===== src/rtl/fpfl_pkg.sv =====
// ----------------------------------------------------------------------------
// fpfl_pkg
// Shared types and constants for the fixed pool free list allocator.
// ----------------------------------------------------------------------------
package fpfl_pkg;

    // Field widths of the request and response words
    localparam int SLOT_W  = 6;
    localparam int COUNT_W = 7;

    // Default pool size
    localparam int POOL_DEPTH_DEF = 64;

    typedef enum logic {
        KIND_ALLOC   = 1'b0,
        KIND_RELEASE = 1'b1
    } kind_t;

endpackage


===== src/rtl/fpfl_link_ram.sv =====
// ----------------------------------------------------------------------------
// fpfl_link_ram
// Next-link store: one write port, one read port, registered read data.
// ----------------------------------------------------------------------------
module fpfl_link_ram #(
    parameter int DEPTH  = 64,
    parameter int ADDR_W = 6,
    parameter int DATA_W = 7
) (
    input  logic              clk,
    input  logic              rd_en,
    input  logic [ADDR_W-1:0] rd_addr,
    output logic [DATA_W-1:0] rd_data,
    input  logic              wr_en,
    input  logic [ADDR_W-1:0] wr_addr,
    input  logic [DATA_W-1:0] wr_data
);

    logic [DATA_W-1:0] mem [DEPTH];

    always_ff @(posedge clk)
    begin
        if (wr_en)
        begin
            mem[wr_addr] <= wr_data;
        end
    end

    always_ff @(posedge clk)
    begin
        if (rd_en)
        begin
            rd_data <= mem[rd_addr];
        end
    end

endmodule


===== src/rtl/fpfl_ctrl.sv =====
// ----------------------------------------------------------------------------
// fpfl_ctrl
// Free list control: clearing pass, head and count registers, link store
// accesses and the response register.
// ----------------------------------------------------------------------------
module fpfl_ctrl #(
    parameter int POOL_DEPTH = fpfl_pkg::POOL_DEPTH_DEF,
    parameter int IDX_W      = 6,
    parameter int LINK_W     = 7
) (
    input  logic                       clk,
    input  logic                       rst_n,
    input  logic                       req_valid,
    output logic                       req_stall,
    input  logic                       kind,
    input  logic [fpfl_pkg::SLOT_W-1:0]  slot_index,
    output logic                       rsp_valid,
    input  logic                       rsp_stall,
    output logic [fpfl_pkg::SLOT_W-1:0]  granted_slot,
    output logic                       empty_error,
    output logic [fpfl_pkg::COUNT_W-1:0] free_count,
    output logic                       rd_en,
    output logic [IDX_W-1:0]           rd_addr,
    input  logic [LINK_W-1:0]          rd_data,
    output logic                       wr_en,
    output logic [IDX_W-1:0]           wr_addr,
    output logic [LINK_W-1:0]          wr_data
);

    import fpfl_pkg::*;

    // common widths for compares against the narrow port fields
    localparam int CMP_W  = (LINK_W > SLOT_W) ? LINK_W : SLOT_W;
    localparam int WIDE_W = (LINK_W > COUNT_W) ? LINK_W : COUNT_W;

    typedef enum logic [1:0] {
        ST_CLEAR,
        ST_IDLE,
        ST_FETCH
    } state_t;

    state_t               state_reg, state_next;
    logic [IDX_W-1:0]     clr_idx_reg, clr_idx_next;
    logic [LINK_W-1:0]    head_reg, head_next;
    logic [LINK_W-1:0]    count_reg, count_next;
    logic                 rsp_valid_reg, rsp_valid_next;
    logic [SLOT_W-1:0]    granted_reg, granted_next;
    logic                 error_reg, error_next;
    logic [COUNT_W-1:0]   count_out_reg, count_out_next;

    logic                 out_free;
    logic                 accept;
    logic                 pool_empty;
    logic [CMP_W-1:0]     slot_ext;
    logic                 slot_ok;
    logic [WIDE_W-1:0]    head_wide;
    logic [WIDE_W-1:0]    count_wide;

    assign out_free   = !rsp_valid_reg || !rsp_stall;
    assign req_stall  = (state_reg != ST_IDLE) || !out_free;
    assign accept     = req_valid && !req_stall;
    assign pool_empty = (count_reg == '0) || (head_reg >= LINK_W'(POOL_DEPTH));
    assign slot_ext   = CMP_W'(slot_index);
    assign slot_ok    = slot_ext < CMP_W'(POOL_DEPTH);
    assign head_wide  = WIDE_W'(head_reg);

    always_comb
    begin
        state_next     = state_reg;
        clr_idx_next   = clr_idx_reg;
        head_next      = head_reg;
        count_next     = count_reg;
        rsp_valid_next = rsp_valid_reg;
        granted_next   = granted_reg;
        error_next     = error_reg;
        count_out_next = count_out_reg;
        count_wide     = WIDE_W'(count_reg);
        rd_en          = 1'b0;
        rd_addr        = head_reg[IDX_W-1:0];
        wr_en          = 1'b0;
        wr_addr        = clr_idx_reg;
        wr_data        = LINK_W'(clr_idx_reg) + LINK_W'(1);

        if (rsp_valid_reg && !rsp_stall)
        begin
            rsp_valid_next = 1'b0;
        end

        unique case (state_reg)
            ST_CLEAR:
            begin
                // entry i links to i + 1
                wr_en = 1'b1;
                if (clr_idx_reg == IDX_W'(POOL_DEPTH - 1))
                begin
                    state_next = ST_IDLE;
                end
                else
                begin
                    clr_idx_next = clr_idx_reg + IDX_W'(1);
                end
            end

            ST_IDLE:
            begin
                if (accept)
                begin
                    rsp_valid_next = 1'b1;
                    granted_next   = '0;
                    error_next     = 1'b0;
                    if (kind == KIND_ALLOC)
                    begin
                        if (pool_empty)
                        begin
                            error_next = 1'b1;
                        end
                        else
                        begin
                            granted_next = head_wide[SLOT_W-1:0];
                            count_next   = count_reg - LINK_W'(1);
                            rd_en        = 1'b1;
                            state_next   = ST_FETCH;
                        end
                    end
                    else if (slot_ok)
                    begin
                        wr_en     = 1'b1;
                        wr_addr   = slot_ext[IDX_W-1:0];
                        wr_data   = head_reg;
                        head_next = slot_ext[LINK_W-1:0];
                        if (count_reg < LINK_W'(POOL_DEPTH))
                        begin
                            count_next = count_reg + LINK_W'(1);
                        end
                    end
                    count_wide     = WIDE_W'(count_next);
                    count_out_next = count_wide[COUNT_W-1:0];
                end
            end

            ST_FETCH:
            begin
                // link of the popped slot becomes the new head
                head_next  = rd_data;
                state_next = ST_IDLE;
            end

            default:
            begin
                state_next = ST_IDLE;
            end
        endcase
    end

    always_ff @(posedge clk or negedge rst_n)
    begin
        if (!rst_n)
        begin
            state_reg     <= ST_CLEAR;
            clr_idx_reg   <= '0;
            head_reg      <= '0;
            count_reg     <= LINK_W'(POOL_DEPTH);
            rsp_valid_reg <= 1'b0;
            granted_reg   <= '0;
            error_reg     <= 1'b0;
            count_out_reg <= '0;
        end
        else
        begin
            state_reg     <= state_next;
            clr_idx_reg   <= clr_idx_next;
            head_reg      <= head_next;
            count_reg     <= count_next;
            rsp_valid_reg <= rsp_valid_next;
            granted_reg   <= granted_next;
            error_reg     <= error_next;
            count_out_reg <= count_out_next;
        end
    end

    assign rsp_valid    = rsp_valid_reg;
    assign granted_slot = granted_reg;
    assign empty_error  = error_reg;
    assign free_count   = count_out_reg;

endmodule


===== src/rtl/fixed_pool_free_list_allocator.sv =====
// ----------------------------------------------------------------------------
// fixed_pool_free_list_allocator
// Slot allocator over a fixed pool, free slots kept as an index-linked list
// in a synchronous next-link memory with a head register and a free count.
// ----------------------------------------------------------------------------
//  channel  direction  handshake             word
//  req      in         req_valid/req_stall   kind, slot_index
//  rsp      out        rsp_valid/rsp_stall   granted_slot, empty_error, free_count
//
//  Allocate: goes through ST_FETCH, where the head's registered link becomes the new head.
//  Release and failed allocate: no ST_FETCH; a release of an in-range slot does a single link write.
//  After reset a clearing pass writes every entry of the link memory;
//  req_stall is high throughout.
//  A new word is taken while the controller is idle and the response register is free or being read.
// ----------------------------------------------------------------------------
module fixed_pool_free_list_allocator #(
    parameter int POOL_DEPTH = fpfl_pkg::POOL_DEPTH_DEF
) (
    input  logic                         clk,
    input  logic                         rst_n,
    input  logic                         req_valid,
    output logic                         req_stall,
    input  logic                         kind,
    input  logic [fpfl_pkg::SLOT_W-1:0]  slot_index,
    output logic                         rsp_valid,
    input  logic                         rsp_stall,
    output logic [fpfl_pkg::SLOT_W-1:0]  granted_slot,
    output logic                         empty_error,
    output logic [fpfl_pkg::COUNT_W-1:0] free_count
);

    import fpfl_pkg::*;

    localparam int IDX_W  = $clog2(POOL_DEPTH);
    // links also hold the end-of-list mark POOL_DEPTH
    localparam int LINK_W = $clog2(POOL_DEPTH + 1);

    logic              rd_en;
    logic [IDX_W-1:0]  rd_addr;
    logic [LINK_W-1:0] rd_data;
    logic              wr_en;
    logic [IDX_W-1:0]  wr_addr;
    logic [LINK_W-1:0] wr_data;

    fpfl_ctrl #(
        .POOL_DEPTH (POOL_DEPTH),
        .IDX_W      (IDX_W),
        .LINK_W     (LINK_W)
    ) u_ctrl (
        .clk          (clk),
        .rst_n        (rst_n),
        .req_valid    (req_valid),
        .req_stall    (req_stall),
        .kind         (kind),
        .slot_index   (slot_index),
        .rsp_valid    (rsp_valid),
        .rsp_stall    (rsp_stall),
        .granted_slot (granted_slot),
        .empty_error  (empty_error),
        .free_count   (free_count),
        .rd_en        (rd_en),
        .rd_addr      (rd_addr),
        .rd_data      (rd_data),
        .wr_en        (wr_en),
        .wr_addr      (wr_addr),
        .wr_data      (wr_data)
    );

    fpfl_link_ram #(
        .DEPTH  (POOL_DEPTH),
        .ADDR_W (IDX_W),
        .DATA_W (LINK_W)
    ) u_link_ram (
        .clk     (clk),
        .rd_en   (rd_en),
        .rd_addr (rd_addr),
        .rd_data (rd_data),
        .wr_en   (wr_en),
        .wr_addr (wr_addr),
        .wr_data (wr_data)
    );

endmodule

===== config.mk =====
export PLATFORM = sky130hd
export DESIGN_NAME = fixed_pool_free_list_allocator
export DESIGN_NICKNAME = d
export VERILOG_FILES = /design/src/rtl/fpfl_pkg.sv /design/src/rtl/fpfl_link_ram.sv /design/src/rtl/fpfl_ctrl.sv /design/src/rtl/fixed_pool_free_list_allocator.sv
export SDC_FILE = /design/constraint.sdc
export NUM_CORES = 1
export LEC_CHECK = 0
export ABC_AREA = 1
export CAP_MARGIN = 20
export CORE_ASPECT_RATIO = 1.1
export CORE_MARGIN = 2
export CORE_UTILIZATION = 62
export CTS_CLUSTER_SIZE = 14
export DETAILED_ROUTE_END_ITERATION = 7
export DONT_BUFFER_PORTS = 1
export PLACE_DENSITY = 0.88
export SLEW_MARGIN = 20
export SYNTH_ARGS = -nofsm -noshare
export SYNTH_HDL_FRONTEND = slang
export SYNTH_SLANG_ARGS = --single-unit

===== constraint.sdc =====
create_clock -name clk -period 6.9 [get_ports clk]
set_input_delay 1.38 -clock clk [delete_from_list [all_inputs] [get_ports clk]]
set_output_delay 1.38 -clock clk [all_outputs]
set_load 0.03 [all_outputs]

==> results of run 1 <==
[where the power goes]
group	leakage (nW)	internal (W)	total [W]	switching, W
combinational	2.81	0.000850	0.00371	0.00286
clock	0.663	0.00132	0.00234	0.00102
sequential	4.54	0.00400	0.00432	0.000323
total	8.01	0.00617	0.0104	0.00420
[logic make-up after synthesis]
| family | after synthesis | share of synthesized area |
|---|---|---|
| xor gates and xnor gates | 11 | 0.00473 |
| AOI/OAI and AO/OA | 52 | 0.0148 |
| buffers and inverters | 144 | 0.0306 |
| adders and majority gates | 4 | 0.00246 |
| DFF | 486 | 0.710 |
| and+or+nand+nor | 1127 | 0.238 |
[worst register-to-register path: stages, from the launching register on]
cell,delay [ps]
dfrtp_4,810
clkinv_2,910
buf_4,660
nand3_1,270
nand3_1,110
nand2_1,190
nand2_1,80
nand3_1,100
nand3_1,110
nand2_1,90
[routing by layer]
layer	vias to the layer above	routed length (µm)	part of all wire
li1	6226	-	-
met3	219	5620	0.11
met4	0	2940	0.059
met1	6641	16900	0.34
met5	-	0	0
met2	1035	24500	0.49
[path summary, 6_finish.rpt]
path,from,endpoint,slack (ps),cells after the start
worst max-delay path,rsp_stall,u_link_ram.mem[44][4]$_DFFE_PP_,3250,11
worst min-delay path,u_link_ram.rd_data[3]$_DFFE_PP_,u_ctrl.head_reg[3]$_DFFE_PN0P_,490,2
worst max register to register,u_ctrl.head_reg[1]$_DFFE_PN0P_,u_link_ram.rd_data[1]$_DFFE_PP_,3440,9
worst min register to register,u_link_ram.rd_data[3]$_DFFE_PP_,u_ctrl.head_reg[3]$_DFFE_PN0P_,490,2
max in group asynchronous,rst_n,u_ctrl.count_reg[6]$_DFFE_PN1P_,6210,0
min in group asynchronous,rst_n,u_ctrl.free_count[5]$_DFFE_PN0P_,530,0
[synth_stat cells, drive strengths merged, types with 2 or more instances]
cell type	instances
a21oi	9
buf	52
clkbuf	54
clkinv	4
dfrtp	30
edfxtp	455
ha	4
inv	34
nand2	637
nand3	398
nand4	2
nor2	85
nor3	4
o211ai	3
o21ai	32
o22ai	4
xor2	10
[metrics by stage]
stage | cell area, µm² | util | setup slack (ps) | hold WS [ps]
after floorplan | 20300 | - | 1540 | 430
after global placement | 20600 | 0.638 | 2900 | 479
after detailed placement | 20600 | 0.638 | 2790 | 474
after CTS | 22000 | 0.680 | 3350 | 488
after global routing | 22000 | 0.680 | 3180 | 516
final | 22000 | 0.680 | 3250 | 487
[final cells by class]
cell class	instances	area (µm²)	share of cell area
tap	426	533	0.0243
clock buffer	58	1180	0.0539
multi-input combinational	1194	5350	0.244
clock inverter	18	169	0.00769
sequential	486	14500	0.658
inverter	38	156	0.00712
timing repair buffer	15	116	0.00530
==> impl_metrics.env, run 1 <==
export IMPL_outcome="completed"
export IMPL_final_cell_mix="629 x nand2_1, 455 x edfxtp_1, 388 x nand3_1"
export IMPL_worstPathCellList="nand2_1, inv_1, nor2_2, nand2_2, nor2_4, inv_4, nand2_2, nand2_4, inv_4, nand3_2, nor2_1"
export IMPL_cts_tree="done"
export IMPL_synth_top_area_frac=0.671
export IMPL_final_cells=2235
export IMPL_grt_pass1_vias=13970
export IMPL_cp_max_fo=20
export IMPL_critPathLaunchType="input pin"
export IMPL_max_freq_mhz=274
export IMPL_initial_core_util=0.630
export IMPL_numPortBuffers=0
export IMPL_maxCapViolCount=0
export IMPL_final_common_cell="nand2_1"
export IMPL_worst_pin_slew_ps=1150
export IMPL_gp_congestion=0.930
export IMPL_rows=69
export IMPL_power_density_mw_per_mm2=472
export IMPL_synth_largest_area_cell="edfxtp_1"
export IMPL_ctsResizeCount=0
export IMPL_antenna_found_initial=0
export IMPL_cts_clk_slew_worst_paths_ps=60
export IMPL_antenna_left=0
export IMPL_hold_path_class="flop to flop"
export IMPL_first_iter_violations=2147
export IMPL_grt_use_met2=0.481
export IMPL_setup_violations=0
export IMPL_syn_area_mm2=0.0203
export IMPL_cts_buffers=44
export IMPL_async_flop_share=0.0638
export IMPL_n_fill_cell=2055
export IMPL_grt_pass1_wl_um=76200
export IMPL_met1_usage=0.367
export IMPL_postCtsHoldBufs=0
export IMPL_insertion_delay_ps=540
export IMPL_dp_hpwl_um=29100
export IMPL_critPathSlowestCell="nor2_1"
export IMPL_die_height_um=194
export IMPL_boundaryPins=27
export IMPL_largest_reg_flops=448
export IMPL_syn_avg_cell_area_um2=11.2
export IMPL_nNetsFinal=1794
export IMPL_synth_cell_types=36
export IMPL_vias=14121
export IMPL_min_period_ps=3650
export IMPL_finalPower_w=0.0104
export IMPL_use_met3=0.0527
export IMPL_synthTopCellsByArea="edfxtp_1 67%, nand2_1 12%, nand3_1 9.5%"
export IMPL_grt_overflow_total=0
export IMPL_required_ps=7070
export IMPL_route_detailed_drc=0
export IMPL_ir_drop_v=0.000363
export IMPL_crit_path_end_kind="flop"
export IMPL_clkSinkCount=486
export IMPL_critPathBufInv=3
export IMPL_area_growth_syn_to_layout_pct=7.94
export IMPL_dieArea_mm2=0.0343
export IMPL_coreArea_mm2=0.0323
export IMPL_rsz0062_at_grt="false"
export IMPL_clock_skew_final_ps=12.4
export IMPL_slew_headroom=0.233
export IMPL_die_w_um=177
export IMPL_grtUsageTotal=0.292
export IMPL_drive_above_1_share=0.0674
export IMPL_period_share=0.528
export IMPL_slew_viol_final=0
export IMPL_dp_cells=2159
export IMPL_drt_pass1_iterations=6
export IMPL_wl_um=49900
export IMPL_wl_per_cell_um=22.3
export IMPL_top_register="u_link_ram.mem"
export IMPL_vias_per_cell=6.32
export IMPL_finalHoldViolCount=0
export IMPL_crit_family="simple AND/OR/NAND/NOR gates"
export IMPL_cts_setup_buffers=0
export IMPL_synth_main_ff_cell="edfxtp_1"
export IMPL_synth_edf_count=455
export IMPL_fin_setup_tns_ps=0
export IMPL_path_class="input pin to flop"
export IMPL_crit_arrival_ps=3820
export IMPL_yosys_warnings=0
export IMPL_root_buffer="clkbuf_16"
export IMPL_max_clock_path_buffers=3
export IMPL_synthCells=1824
export IMPL_seq_area_frac_synth=0.710
export IMPL_grt_max_degree=164
export IMPL_ys_seq_elements=486
export IMPL_leakagePower_nw=8.01
export IMPL_max_stage_delay_ps=690
export IMPL_grt_busiest_layer="met2"
export IMPL_cts_htree_levels=2
export IMPL_syn_nets=1839
export IMPL_antennaDiodeCount=0
No activity file was read; power rests on OpenSTA's default activity.
==> run 2: changes to the inputs <==
- clock period: 6.9 -> 3.4 ns (I/O delays scaled with it)
==> run 2 against run 1 <==
Setup slack worse by 3000 ps; flip-flop and latch count unchanged; worst hold slack worse by 200 ps; clock power up 110%; cell count up 0.94%; sequential share of layout area down 0.83 points; cell area up 1.3%; utilization up 0.86 points; total power up 110%; critical path depth unchanged; critical path type is now flop to flop.
==> impl_metrics.env, run 2 (synthesis gave the netlist of run 1 again) <==
export IMPL_outcome="completed"
export IMPL_cts_setup_buffers=0
export IMPL_boundaryPins=27
export IMPL_worst_pin_slew_ps=1140
export IMPL_coreArea_mm2=0.0323
export IMPL_root_buffer="clkbuf_16"
export IMPL_dp_hpwl_um=29500
export IMPL_hold_path_class="input pin to flop"
export IMPL_max_freq_mhz=322
export IMPL_antenna_left=0
export IMPL_final_cells=2256
export IMPL_vias=14533
export IMPL_top_register="u_link_ram.mem"
export IMPL_grt_use_met2=0.484
export IMPL_cts_buffers=45
export IMPL_numPortBuffers=0
export IMPL_worst_slack_ps=293
export IMPL_route_detailed_drc=0
export IMPL_cts_clk_slew_worst_paths_ps=60
export IMPL_initial_core_util=0.630
export IMPL_preCtsSetupSlack_ps=275
export IMPL_final_common_cell="nand2_1"
export IMPL_largest_reg_flops=448
export IMPL_vias_per_cell=6.44
export IMPL_crit_arrival_ps=3300
export IMPL_path_class="flop to flop"
export IMPL_area_growth_syn_to_layout_pct=9.31
export IMPL_gp_congestion=0.950
export IMPL_min_from="rsp_stall"
export IMPL_leakagePower_nw=8.16
export IMPL_die_w_um=177
export IMPL_finalHoldViolCount=0
export IMPL_grt_pass1_wl_um=78400
export IMPL_die_height_um=194
export IMPL_antennaDiodeCount=0
export IMPL_grt_overflow_total=0
export IMPL_use_met3=0.0616
export IMPL_first_iter_violations=2370
export IMPL_fin_setup_tns_ps=0
export IMPL_r2r_start="u_ctrl.rsp_valid$_DFF_PN0_"
export IMPL_startpoint="u_ctrl.rsp_valid$_DFF_PN0_"
export IMPL_period_share=0.914
export IMPL_rows=69
export IMPL_clock_skew_final_ps=12.9
export IMPL_cts_tree="done"
export IMPL_critPathLaunchType="flop"
export IMPL_ir_drop_v=0.000857
export IMPL_drive_above_1_share=0.0765
export IMPL_clkSinkCount=486
export IMPL_final_cell_mix="629 x nand2_1, 455 x edfxtp_1, 388 x nand3_1"
export IMPL_met1_usage=0.370
export IMPL_insertion_delay_ps=560
export IMPL_antenna_found_initial=2
export IMPL_dp_cells=2175
export IMPL_finalPower_w=0.0215
export IMPL_nNetsFinal=1813
export IMPL_rsz0062_at_grt="false"
export IMPL_wl_per_cell_um=22.6
export IMPL_power_density_mw_per_mm2=965
export IMPL_slew_viol_final=0
export IMPL_maxCapViolCount=0
export IMPL_grt_pass1_vias=14497
export IMPL_grt_max_degree=226
export IMPL_crit_path_end_kind="flop"
export IMPL_required_ps=3590
export IMPL_cp_max_fo=17
export IMPL_max_clock_path_buffers=3
export IMPL_hold_ws_ps=286
export IMPL_grtUsageTotal=0.300
export IMPL_slew_headroom=0.240
export IMPL_wl_um=51100
export IMPL_cts_htree_levels=2
export IMPL_grt_busiest_layer="met2"
export IMPL_min_period_ps=3110
export IMPL_setup_violations=0
export IMPL_dieArea_mm2=0.0343
export IMPL_drt_pass1_iterations=7
-- run 2: cell count changes in the layout (fill, tap and decap cells not counted), sizes merged --
cell | before | now
dlygate4sd3 | 0 | 1
buf | 15 | 32
inv | 36 | 35
clkbuf | 58 | 61
clkinv | 16 | 17
-- run 2: final timing paths --
kind,slack [ps],end,cells past startpoint
setup / recovery,290,u_link_ram.mem[2][6]$_DFFE_PP_,11
hold / removal,290,u_ctrl.rsp_valid$_DFF_PN0_,2
setup reg to reg,290,u_link_ram.mem[2][6]$_DFFE_PP_,11
hold reg to reg,520,u_ctrl.head_reg[6]$_DFFE_PN0P_,2
max in group asynchronous,2540,u_ctrl.count_reg[6]$_DFFE_PN1P_,2
min in group asynchronous,610,u_ctrl.granted_slot[1]$_DFFE_PN0P_,2
-- run 2: stage by stage --
stage                     cell area (µm²)  utilization
after floorplan                     20300            -
after global placement              20800        0.643
after detailed placement            20800        0.643
after global routing                22200        0.689
final                               22200        0.689
after CTS                           22200        0.689
-- run 2: what timing repair did --
item | CTS | global route
resized for setup | 0 | 0
hold endpoints to repair | 31 | 0
endpoints found under the setup margin | 0 | 0
hold buffers | 2 | 0
-- run 2: layer usage --
metal  up-vias  share of wire
met1      6841           0.34
met2      1157           0.48
met3       274           0.12
met5         -              0
met4         0          0.065
li1       6261              -
-- run 2: layout make-up --
type	count	area (µm²)
Fill cell	2001	10000
Clock inverter	18	160
Inverter	38	154
Timing Repair Buffer	33	313
Sequential cell	486	14400
Clock buffer	61	1280
Tap cell	426	533
Multi-Input combinational cell	1194	5350
-- run 2: worst max-delay path: stages (launching register included) --
cell	delay, ps
dfrtp_1	490
nand2_1	150
inv_1	60
nor2_2	110
nand2_2	100
nor2_4	250
inv_4	180
nand2_2	130
nand2_4	110
inv_4	120
nand3_2	350
nor2_1	670
-- run 2: power breakdown --
part	internal, W	switching [W]
registers	0.00811	0.000453
clock network	0.00286	0.00211
logic	0.00185	0.00609
total	0.0128	0.00865
==> run 3: changes to the inputs <==
- CTS_BUF_LIST: unset -> sky130_fd_sc_hd__clkbuf_16
- clock period: 3.4 -> 3 ns (I/O delays scaled with it)
==> run 3 against run 2 <==
Critical path depth grew 1; worst hold slack got worse by 37 ps; critical path type unchanged; die area did not move.
==> impl_metrics.env, run 3 (synthesis gave the netlist of run 1 again) <==
export IMPL_outcome="completed"
export IMPL_r2r_start="u_ctrl.rsp_valid$_DFF_PN0_"
export IMPL_path_class="flop to flop"
export IMPL_setup_violations=0
export IMPL_wl_per_cell_um=22.2
export IMPL_wl_um=51300
export IMPL_worstPathCellList="nand2_1, inv_1, nor2_2, nand2_2, nor2_4, inv_4, nand2_2, nand2_4, inv_4, nand3_2, nor2_1, buf_4"
export IMPL_p_int_w=0.0143
export IMPL_switchingPower_w=0.00985
export IMPL_final_util=0.701
export IMPL_slew_viol_final=0
export IMPL_final_cell_mix="629 x nand2_1, 455 x edfxtp_1, 388 x nand3_1"
export IMPL_gp_congestion=0.919
export IMPL_vias=14635
export IMPL_grt_max_degree=155
export IMPL_coreArea_mm2=0.0323
export IMPL_cts_buffers=44
export IMPL_endpoint="u_link_ram.mem[4][2]$_DFFE_PP_"
export IMPL_grtUsageTotal=0.303
export IMPL_startpoint="u_ctrl.rsp_valid$_DFF_PN0_"
export IMPL_drt_pass1_iterations=8
export IMPL_power_density_mw_per_mm2=1070
export IMPL_initial_core_util=0.630
export IMPL_place_area_mm2=0.0213
export IMPL_maxCapViolCount=0
export IMPL_max_freq_mhz=349
export IMPL_switching_share=0.409
export IMPL_slew_headroom=0.507
export IMPL_first_iter_violations=2427
export IMPL_antenna_left=0
export IMPL_regToRegEndpoint="u_link_ram.mem[4][2]$_DFFE_PP_"
export IMPL_cts_htree_levels=2
export IMPL_required_ps=3270
export IMPL_rsz0062_at_grt="false"
export IMPL_max_clock_path_buffers=3
export IMPL_top_register="u_link_ram.mem"
export IMPL_antenna_found_initial=1
export IMPL_die_height_um=194
export IMPL_rows=69
export IMPL_clkSinkCount=486
export IMPL_die_w_um=177
export IMPL_critPathSlowestCell="dfrtp_1"
export IMPL_cts_tree="done"
export IMPL_r2r_cells=12
export IMPL_ir_drop_v=0.000760
export IMPL_pwr_share_comb=0.386
export IMPL_crit_arrival_ps=3130
export IMPL_grt_pass1_wl_um=78900
export IMPL_max_stage_delay_ps=490
export IMPL_cts_setup_buffers=0
export IMPL_boundaryPins=27
export IMPL_dieArea_mm2=0.0343
export IMPL_r2r_slack_ps=140
export IMPL_nNetsFinal=1873
export IMPL_seqPwrFrac=0.404
export IMPL_final_common_cell="nand2_1"
export IMPL_route_detailed_drc=0
export IMPL_leakagePower_nw=8.50
export IMPL_critPathLaunchType="flop"
export IMPL_grt_pass1_vias=14357
export IMPL_cp_max_fo=9
export IMPL_min_period_ps=2860
export IMPL_crit_path_end_kind="flop"
export IMPL_largest_reg_flops=448
export IMPL_postCtsHoldBufs=2
export IMPL_pwr_share_clk=0.210
export IMPL_vias_per_cell=6.32
export IMPL_root_buffer="clkbuf_16"
export IMPL_dp_hpwl_um=30100
export IMPL_ctsResizeCount=0
export IMPL_insertion_delay_ps=560
export IMPL_period_share=0.954
export IMPL_hold_ws_ps=249
export IMPL_design_area_mm2=0.0226
export IMPL_finalHoldViolCount=0
export IMPL_cts_clk_slew_worst_paths_ps=60
export IMPL_numPortBuffers=0
export IMPL_worst_pin_slew_ps=737
export IMPL_hold_path_class="input pin to flop"
export IMPL_drive_above_1_share=0.103
export IMPL_area_growth_syn_to_layout_pct=11.2
export IMPL_clock_skew_final_ps=32.5
export IMPL_grt_overflow_total=0
[run 3: cell types whose count changed in the layout (fill, tap and decap cells not counted), sizes merged]
cell / before / now
buf: 32 / 93
bufinv: 3 / 1
clkbuf: 61 / 44
clkinv: 17 / 19
clkinvlp: 1 / 0
diode: 0 / 1
inv: 35 / 51
[run 3: worst min-delay path by stage]
stage | from | end | cells past startpoint
5_1_grt | slot_index[4] | u_ctrl.head_reg[4]$_DFFE_PN0P_ | 2
6_report | slot_index[1] | u_ctrl.head_reg[1]$_DFFE_PN0P_ | 2
4_1_cts | rsp_stall | u_ctrl.rsp_valid$_DFF_PN0_ | 2
3_5_place_dp | rst_n | u_ctrl.free_count[5]$_DFFE_PN0P_ | 0
3_3_place_gp | rst_n | u_ctrl.free_count[4]$_DFFE_PN0P_ | 0
2_1_floorplan | rst_n | u_ctrl.clr_idx_reg[0]$_DFFE_PN0N_ | 0
[run 3: metrics by stage]
step           TNS, ps  setup slack, ps  power (W)  instances
3_5_place_dp         0              257     0.0187       2236
2_1_floorplan  -165530             -508     0.0154       1824
6_report             0              138     0.0241       2316
3_3_place_gp         0              354     0.0184       2236
4_1_cts              0              233     0.0238       2315
5_1_grt              0             78.3     0.0251       2315
[run 3: cell type report]
type                            instances  area, µm²
Sequential cell                       486      14400
Fill cell                            1949       9660
Multi-Input combinational cell       1194       5350
Clock buffer                           44       1100
Timing Repair Buffer                   94        858
Tap cell                              426        533
Clock inverter                         33        173
Inverter                               38        154
Antenna cell                            1       2.50
[run 3: power groups by stage]
stage	logic, W	clock network, W	registers (W)
2_1_floorplan	0.00571	0	0.00969
3_3_place_gp	0.00854	0	0.00982
3_5_place_dp	0.00885	0	0.00984
4_1_cts	0.00900	0.00507	0.00971
5_1_grt	0.00996	0.00534	0.00976
6_report	0.00931	0.00506	0.00973
[run 3: worst max-delay path, delay by kind of cell (launching register included)]
kind | cells | cell delay, ps
flops | 1 | 490
buf+inv | 4 | 480
simple gates | 8 | 1600
[run 3: layer usage]
| metal | track usage | up-vias | wire (µm) |
|---|---|---|---|
| li1 | - | 6377 | - |
| met1 | 0.380 | 6853 | 17400 |
| met2 | 0.488 | 1141 | 24700 |
| met3 | 0.0653 | 264 | 6170 |
| met4 | 0.174 | 0 | 3090 |
| met5 | 0 | - | 0 |
